[src/hdl/pdrs_pkg.sv]
// Shared types and constants for the pickup/delivery route splitter.
// Item structs for both channels, register indexes and distance format.
// No dependencies.
`timescale 1ns / 1ps

package pdrs_pkg;

   // Fraction bits of every distance value
   localparam int DIST_FRAC_BITS = 8;

   localparam int AMOUNT_W    = 16;
   localparam int DIST_W      = 24;
   localparam int ROUTE_W     = 32;
   localparam int SUM_W       = 40;
   localparam int COUNT_W     = 8;
   localparam int TOTAL_W     = 24;
   localparam int LOAD_W      = 18;
   localparam int CSR_DATA_W  = 16;
   localparam int CSR_INDEX_W = 1;

   localparam logic [CSR_DATA_W-1:0] START_LOAD_RESET   = 16'd180;
   localparam logic [CSR_DATA_W-1:0] MAX_CAPACITY_RESET = 16'd180;

   typedef enum logic [CSR_INDEX_W-1:0] {
      CSR_START_LOAD   = 1'b0,
      CSR_MAX_CAPACITY = 1'b1
   } csr_index_type;

   typedef struct packed {
      logic                first_of_tour;
      logic                last_of_tour;
      logic [AMOUNT_W-1:0] delivery_amount;
      logic [AMOUNT_W-1:0] pickup_amount;
      logic [DIST_W-1:0]   dist_from_prev;
      logic [DIST_W-1:0]   dist_from_depot;
      logic [DIST_W-1:0]   dist_to_depot;
   } req_type;

   typedef struct packed {
      logic [COUNT_W-1:0] route_index;
      logic [ROUTE_W-1:0] route_distance;
      logic [COUNT_W-1:0] route_stops;
      logic [TOTAL_W-1:0] tour_total;
      logic               tour_done;
   } rsp_type;

endpackage

[src/hdl/pickup_delivery_route_split_core.sv]
// Top level of the pickup/delivery route splitter.
// Uses pdrs_pkg for item types, register indexes and the distance format.
`timescale 1ns / 1ps

//  channel | ports                               | direction | moves
//  --------+-------------------------------------+-----------+----------------------------
//  req     | req_valid, req_ready, req_item      | in        | one customer item
//  rsp     | rsp_valid, rsp_ready, rsp_item      | out       | one closed route item
//  csr     | csr_we, csr_index, csr_wdata        | in        | register write, no wait
//
//  One customer item is taken per cycle. Its whole effect on the running state is
//  worked out in the accepting cycle and its zero, one or two route items land in a
//  four-entry result queue; rsp shows the oldest queued route item straight from the queue.
//  req_ready is high while at least two queue entries are free, so a stalled rsp side
//  holds the queue and, once full, holds req; otherwise nothing stalls.
//  Synchronous reset clears the tour state, empties the queue and loads both
//  registers with 180.

module pickup_delivery_route_split_core (
   input  logic                                 clock,
   input  logic                                 reset,
   input  logic                                 req_valid,
   output logic                                 req_ready,
   input  pdrs_pkg::req_type                    req_item,
   output logic                                 rsp_valid,
   input  logic                                 rsp_ready,
   output pdrs_pkg::rsp_type                    rsp_item,
   input  logic                                 csr_we,
   input  logic [pdrs_pkg::CSR_INDEX_W-1:0]     csr_index,
   input  logic [pdrs_pkg::CSR_DATA_W-1:0]      csr_wdata
);

   localparam int AW = pdrs_pkg::AMOUNT_W;
   localparam int DW = pdrs_pkg::DIST_W;
   localparam int RW = pdrs_pkg::ROUTE_W;
   localparam int SW = pdrs_pkg::SUM_W;
   localparam int CW = pdrs_pkg::COUNT_W;
   localparam int TW = pdrs_pkg::TOTAL_W;
   localparam int LW = pdrs_pkg::LOAD_W;
   // wide enough for any load or goods difference without wrap
   localparam int XW = LW + 2;
   localparam int QDEPTH = 4;
   localparam int QAW = 2;

   // ---------------------------------------------------------------- helpers
   function automatic logic [RW-1:0] sat_route(input logic [RW-1:0] a,
                                               input logic [RW-1:0] b);
      logic [RW:0] s;
      s = {1'b0, a} + {1'b0, b};
      return s[RW] ? {RW{1'b1}} : s[RW-1:0];
   endfunction

   function automatic logic [SW-1:0] sat_sum(input logic [SW-1:0] a,
                                             input logic [RW-1:0] b);
      logic [SW:0] s;
      s = {1'b0, a} + {{(SW-RW+1){1'b0}}, b};
      return s[SW] ? {SW{1'b1}} : s[SW-1:0];
   endfunction

   function automatic logic [CW-1:0] sat_inc(input logic [CW-1:0] a);
      return (a == {CW{1'b1}}) ? a : a + {{(CW-1){1'b0}}, 1'b1};
   endfunction

   // ---------------------------------------------------------------- registers
   logic [AW-1:0]        start_load_ff, max_capacity_ff;
   logic signed [LW-1:0] goods_left_ff, goods_left_in;
   logic signed [LW-1:0] load_now_ff, load_now_in;
   logic [RW-1:0]        open_dist_ff, open_dist_in;
   logic [SW-1:0]        tour_sum_ff, tour_sum_in;
   logic [CW-1:0]        route_count_ff, route_count_in;
   logic [CW-1:0]        stop_count_ff, stop_count_in;
   logic [DW-1:0]        prev_back_ff, prev_back_in;

   pdrs_pkg::rsp_type    queue_ff [QDEPTH];
   logic [QAW-1:0]       wr_ptr_ff, wr_ptr_in;
   logic [QAW-1:0]       rd_ptr_ff, rd_ptr_in;
   logic [QAW:0]         count_ff, count_in;

   // ---------------------------------------------------------------- datapath
   logic                 accept, pop;
   logic                 new_tour, join_route, reject;
   logic signed [XW-1:0] goods_ext, load_ext, del_ext, pick_ext, start_ext, cap_ext;
   logic signed [XW-1:0] goods_try, load_try, goods_open, load_open;
   logic [RW-1:0]        dist_from_ext, dist_to_ext, prev_back_ext, dist_prev_ext;
   logic [RW-1:0]        rd_a, rd_b, dist_one;
   logic [SW-1:0]        tsum_a, tsum_one, tsum_b, tsum_shift;
   logic [CW-1:0]        routes_one, stops_one;
   logic signed [LW-1:0] goods_one, load_one;
   logic [TW-1:0]        total_b;
   logic                 push_a, push_b;
   pdrs_pkg::rsp_type    result_a, result_b, slot0, slot1;

   assign accept = req_valid && req_ready;
   assign pop    = rsp_valid && rsp_ready;

   assign goods_ext  = {{(XW-LW){goods_left_ff[LW-1]}}, goods_left_ff};
   assign load_ext   = {{(XW-LW){load_now_ff[LW-1]}}, load_now_ff};
   assign del_ext    = {{(XW-AW){1'b0}}, req_item.delivery_amount};
   assign pick_ext   = {{(XW-AW){1'b0}}, req_item.pickup_amount};
   assign start_ext  = {{(XW-AW){1'b0}}, start_load_ff};
   assign cap_ext    = {{(XW-AW){1'b0}}, max_capacity_ff};

   assign dist_from_ext = {{(RW-DW){1'b0}}, req_item.dist_from_depot};
   assign dist_to_ext   = {{(RW-DW){1'b0}}, req_item.dist_to_depot};
   assign dist_prev_ext = {{(RW-DW){1'b0}}, req_item.dist_from_prev};
   assign prev_back_ext = {{(RW-DW){1'b0}}, prev_back_ff};

   // A route count of zero means no tour is open: treat as a first customer.
   assign new_tour   = req_item.first_of_tour || (route_count_ff == '0);
   assign goods_try  = goods_ext - del_ext;
   assign load_try   = load_ext - del_ext + pick_ext;
   assign join_route = !new_tour && !goods_try[XW-1] && (load_try <= cap_ext);
   assign reject     = !new_tour && !join_route;

   assign goods_open = start_ext - del_ext;
   assign load_open  = start_ext - del_ext + pick_ext;

   // Close the open route through the depot when this customer does not fit.
   assign rd_a   = sat_route(open_dist_ff, prev_back_ext);
   assign tsum_a = sat_sum(tour_sum_ff, rd_a);

   always_comb begin
      if (join_route) begin
         goods_one  = goods_try[LW-1:0];
         load_one   = load_try[LW-1:0];
         dist_one   = sat_route(open_dist_ff, dist_prev_ext);
         stops_one  = sat_inc(stop_count_ff);
         routes_one = route_count_ff;
         tsum_one   = tour_sum_ff;
      end else begin
         // open a fresh route with this customer
         goods_one  = goods_open[LW-1:0];
         load_one   = load_open[LW-1:0];
         dist_one   = dist_from_ext;
         stops_one  = {{(CW-1){1'b0}}, 1'b1};
         routes_one = new_tour ? {{(CW-1){1'b0}}, 1'b1} : sat_inc(route_count_ff);
         tsum_one   = new_tour ? '0 : tsum_a;
      end
   end

   // Last customer closes whatever route is open and reports the tour total.
   assign rd_b       = sat_route(dist_one, dist_to_ext);
   assign tsum_b     = sat_sum(tsum_one, rd_b);
   assign tsum_shift = tsum_b >> pdrs_pkg::DIST_FRAC_BITS;
   assign total_b    = (|tsum_shift[SW-1:TW]) ? {TW{1'b1}} : tsum_shift[TW-1:0];

   always_comb begin
      result_a.route_index    = route_count_ff;
      result_a.route_distance = rd_a;
      result_a.route_stops    = stop_count_ff;
      result_a.tour_total     = '0;
      result_a.tour_done      = 1'b0;
      result_b.route_index    = routes_one;
      result_b.route_distance = rd_b;
      result_b.route_stops    = stops_one;
      result_b.tour_total     = total_b;
      result_b.tour_done      = 1'b1;
   end

   assign push_a = accept && reject;
   assign push_b = accept && req_item.last_of_tour;
   assign slot0  = push_a ? result_a : result_b;
   assign slot1  = result_b;

   // Next tour state: clear everything after the last customer.
   always_comb begin
      goods_left_in  = goods_left_ff;
      load_now_in    = load_now_ff;
      open_dist_in   = open_dist_ff;
      tour_sum_in    = tour_sum_ff;
      route_count_in = route_count_ff;
      stop_count_in  = stop_count_ff;
      prev_back_in   = prev_back_ff;
      if (accept) begin
         if (req_item.last_of_tour) begin
            goods_left_in  = '0;
            load_now_in    = '0;
            open_dist_in   = '0;
            tour_sum_in    = '0;
            route_count_in = '0;
            stop_count_in  = '0;
            prev_back_in   = '0;
         end else begin
            goods_left_in  = goods_one;
            load_now_in    = load_one;
            open_dist_in   = dist_one;
            tour_sum_in    = tsum_one;
            route_count_in = routes_one;
            stop_count_in  = stops_one;
            prev_back_in   = req_item.dist_to_depot;
         end
      end
   end

   // ---------------------------------------------------------------- result queue
   always_comb begin
      wr_ptr_in = wr_ptr_ff;
      if (push_a && push_b) begin
         wr_ptr_in = wr_ptr_ff + QAW'(2);
      end else if (push_a || push_b) begin
         wr_ptr_in = wr_ptr_ff + QAW'(1);
      end
      rd_ptr_in = pop ? rd_ptr_ff + QAW'(1) : rd_ptr_ff;
      count_in  = count_ff + {{QAW{1'b0}}, push_a} + {{QAW{1'b0}}, push_b}
                  - {{QAW{1'b0}}, pop};
   end

   assign req_ready = (count_ff <= (QAW+1)'(QDEPTH - 2));
   assign rsp_valid = (count_ff != '0);
   assign rsp_item  = queue_ff[rd_ptr_ff];

   always_ff @(posedge clock) begin
      if (push_a || push_b) begin
         queue_ff[wr_ptr_ff] <= slot0;
      end
      if (push_a && push_b) begin
         queue_ff[wr_ptr_ff + QAW'(1)] <= slot1;
      end
   end

   // ---------------------------------------------------------------- state
   always_ff @(posedge clock) begin
      if (reset) begin
         start_load_ff   <= pdrs_pkg::START_LOAD_RESET;
         max_capacity_ff <= pdrs_pkg::MAX_CAPACITY_RESET;
         goods_left_ff   <= '0;
         load_now_ff     <= '0;
         open_dist_ff    <= '0;
         tour_sum_ff     <= '0;
         route_count_ff  <= '0;
         stop_count_ff   <= '0;
         prev_back_ff    <= '0;
         wr_ptr_ff       <= '0;
         rd_ptr_ff       <= '0;
         count_ff        <= '0;
      end else begin
         if (csr_we) begin
            case (pdrs_pkg::csr_index_type'(csr_index))
               pdrs_pkg::CSR_START_LOAD:   start_load_ff   <= csr_wdata;
               pdrs_pkg::CSR_MAX_CAPACITY: max_capacity_ff <= csr_wdata;
               default: ;
            endcase
         end
         goods_left_ff  <= goods_left_in;
         load_now_ff    <= load_now_in;
         open_dist_ff   <= open_dist_in;
         tour_sum_ff    <= tour_sum_in;
         route_count_ff <= route_count_in;
         stop_count_ff  <= stop_count_in;
         prev_back_ff   <= prev_back_in;
         wr_ptr_ff      <= wr_ptr_in;
         rd_ptr_ff      <= rd_ptr_in;
         count_ff       <= count_in;
      end
   end

endmodule

[config.mk]
export PLATFORM = sky130hd
export DESIGN_NAME = pickup_delivery_route_split_core
export DESIGN_NICKNAME = d
export VERILOG_FILES = /design/src/hdl/pdrs_pkg.sv /design/src/hdl/pickup_delivery_route_split_core.sv
export SDC_FILE = /design/constraint.sdc
export NUM_CORES = 1
export LEC_CHECK = 0
export BUFFER_PORTS_ARGS = -buffer_cell sky130_fd_sc_hd__buf_2
export CAP_MARGIN = 30
export CORE_MARGIN = 10
export CORE_UTILIZATION = 25
export DETAILED_ROUTE_END_ITERATION = 12
export GPL_ROUTABILITY_DRIVEN = 0
export HOLD_SLACK_MARGIN = 0.1
export PLACE_DENSITY = 0.38
export RECOVER_POWER = 100
export SLEW_MARGIN = 20
export SYNTH_ARGS = -nofsm -noshare
export SYNTH_HDL_FRONTEND = slang
export SYNTH_SLANG_ARGS = --single-unit
export TNS_END_PERCENT = 30
[constraint.sdc]
create_clock -name clock -period 20.5 [get_ports clock]
set_input_delay 4.1 -clock clock [delete_from_list [all_inputs] [get_ports clock]]
set_output_delay 4.1 -clock clock [all_outputs]
set_load 0.1 [all_outputs]
==> run summary <==
via-per-instance ratio -> 5.07
Pwr Density -> 107 nW/um^2
CP required -> 20850 ps
Yosys cell types -> 85
vias in the first global route -> 28123
Routed WL -> 129000 um
Total Power -> 3.99 mW
Lkg Pwr -> 14.5 nW
top cells by area, synth -> edfxtp_1 27%, dfxtp_1 12%, ha_1 8.9%, a21oi_1 5.3%, mux4_2 5.0%
initial antenna violation count -> 11
router iterations before antenna repair -> 6
Critical Path Sink Type -> flip-flop
Yosys Warn Count -> 0
Layout area overhead -> 14.6%
Slew headroom -> -161%
post-CTS sizing -> 0
syn_nets -> 3992
CTS tree -> yes
CTS Root Cell -> clkbuf_16
clock insertion delay at the later pin of the skew report -> 660 ps
hold crit path type -> reg2reg
gr usage total -> 17.2%
CP max stage cell -> clkinvlp_2
critical path's most frequent cell -> clkbuf_1
CP Max Fanout -> 51
layout cells sized above 1 -> 9.44%
Worst-path clk slew -> 60 ps
gate count of the mapped netlist -> 3607
final instance area -> 37400 um^2
Starting Density -> 25.2%
Final Hold Viols -> 0
Die ar. -> 145000 um^2
period utilization -> 88.3%
pin slew with the least headroom to its limit -> 3910 ps
Ports -> 203
Post-synth top cells -> 419 x nor2_1, 345 x a21oi_1, 326 x nand2_1
Syn Std Cell Area -> 32600 um^2
# Max-Cap Violations -> 16
DRC Markers -> 0
CTS Hold Bufs -> 0
Max Transition Viols Final -> 670
Vias -> 27991
area share of the largest cell type after synthesis -> 26.5%
Setup Skew -> 29.3 ps
Port Buffer Count -> 202
DRT iter0 DRCs -> 2337
WL per Instance -> 23.3 um
fmax -> 55.2 MHz
largest net degree at the start of global routing -> 72
post-synth top area cell -> edfxtp_1
Max stage delay on crit path -> 1430 ps
final setup TNS -> 0 ps
site row count -> 132
status -> finished with violations
grt total ovfl -> 0
first-pass GRT wire length -> 191000 um
setup bufs post-CTS -> 0
hpwl dp -> 93000 um
kind of critical path -> in2reg
worst vdd ir -> 0.0638 mV
crit start category -> input port
most frequent cell after synthesis -> nor2_1
H-tree Lvls -> 3
# clock sinks -> 481
DIE HEIGHT -> 381 um
DRT antenna net count -> 0
register area share after synthesis -> 38.4%
Synth Area per Inst -> 9.04 um^2
RSZ-0062 raised after global routing -> no
fraction of registers with async set/reset -> 0%
CP arrival -> 18460 ps
Core Area -> 129000 um^2
Period minus WS final -> 18110 ps
final-stage net count -> 4118
Util after Layout -> 28.9%
Cell Area, Placed -> 35600 um^2
Synth Flop Type -> edfxtp_1
flops & latches, synth -> 481
failing checks -> capacitance limit, slew limit
Max clock buf depth -> 3
Num CTS Buffers -> 66
die width -> 381 um
Post-synth EDFFs -> 288
setup violators final -> 0
## metal layers
metal | wire length, um | global-route usage, % | vias to the layer above
met5 | 54 | 0 | -
met4 | 2970 | 4.65 | 6
met3 | 5630 | 2.43 | 135
met2 | 56900 | 26.9 | 691
met1 | 63200 | 24.5 | 13702
li1 | - | - | 13457
## per-stage QoR
step | hold WS [ps] | std cells | worst slack [ps]
after floorplan | 418 | 3607 | 5110
after global placement | 430 | 5401 | 2960
after detailed placement | 433 | 5407 | 2920
after CTS | 440 | 5522 | 3580
after global routing | 459 | 5523 | 1220
final | 443 | 5523 | 2390
## final timing paths
path | start | endpoint | slack, ps | depth (start not counted)
max | req_item[73] | queue_ff[2][37]$_DFFE_PP_ | 2390 | 34
min | queue_ff[0][0]$_SDFFE_PP1P_ | queue_ff[0][0]$_SDFFE_PP1P_ | 440 | 2
max reg2reg | load_now_ff[1]$_SDFFE_PP0P_ | queue_ff[2][37]$_DFFE_PP_ | 5740 | 33
min reg2reg | queue_ff[0][0]$_SDFFE_PP1P_ | queue_ff[0][0]$_SDFFE_PP1P_ | 440 | 2
## kinds of logic (layout without fill, tap and decap cells)
family / after synthesis / count (layout) / share of synthesized area (%)
adder cells (fa/ha/maj): 257 / 257 / 10.4
multiplexers: 88 / 88 / 5.51
AND/OR/NAND/NOR: 1033 / 1033 / 14.0
flip-flops: 481 / 481 / 38.4
other: 0 / 1 / 0
XOR/XNOR: 159 / 159 / 4.27
buffers and inverters: 439 / 612 / 5.13
AO/OA/AOI/OAI: 1150 / 1150 / 22.3
## placed cells by master, fill, tap and decap left out, drive strengths merged, types with 16 or more instances in the layout
master  Yosys  final
nand2b     22     22
o211ai     26     26
a211oi     30     30
clkbuf    150    186
nand2     326    326
dfxtp     193    193
xnor2      98     98
a22oi      85     85
o21ai     203    203
and2       25     25
nand4      22     22
nand3b     23     23
a22o       16     16
nor3       38     38
a31oi      45     45
ha        232    232
o21a       39     39
nor2      429    429
clkinv      0     16
inv       249    248
nand3      47     47
a21o       91     91
o22ai     134    134
nor2b      29     29
fa         25     25
mux4       73     73
and3       31     31
edfxtp    288    288
o31ai      22     22
a21oi     345    345
xor2       61     61
o21bai     23     23
buf        40    156
## state kept, by name, indices dropped and copies added, names as in the netlist, named ones only
name and flops:
queue_ff 292, tour_sum_ff 40, open_dist_ff 32, prev_back_ff 24, goods_left_ff 18, load_now_ff 18
max_capacity_ff 16, start_load_ff 16, route_count_ff 8, stop_count_ff 8, count_ff 3, rd_ptr_ff 2
wr_ptr_ff 2
## report_power, final
group	switching [mW]	internal [mW]
sequential	0.0586	1.10
combinational	1.26	0.432
clock	0.475	0.666
total	1.79	2.20
## worst max-delay path: cells and delay by family
kind | cells | cell delay, ps
xor+xnor | 1 | 170
simple gates | 9 | 3440
compound gates | 11 | 3530
fa+ha+maj | 4 | 1650
buf+inv | 9 | 5480
## final cells by class
cell class,count,area [um^2]
diodes,1,2.50
multi-input cells,2687,18500
repair buffers,248,1220
clock buffers,94,1850
inverters,249,940
fillers,13917,92100
well taps,1742,2180
clock inverters,21,220
flip-flops and latches,481,12500
Power figures use the tool's default switching activity.
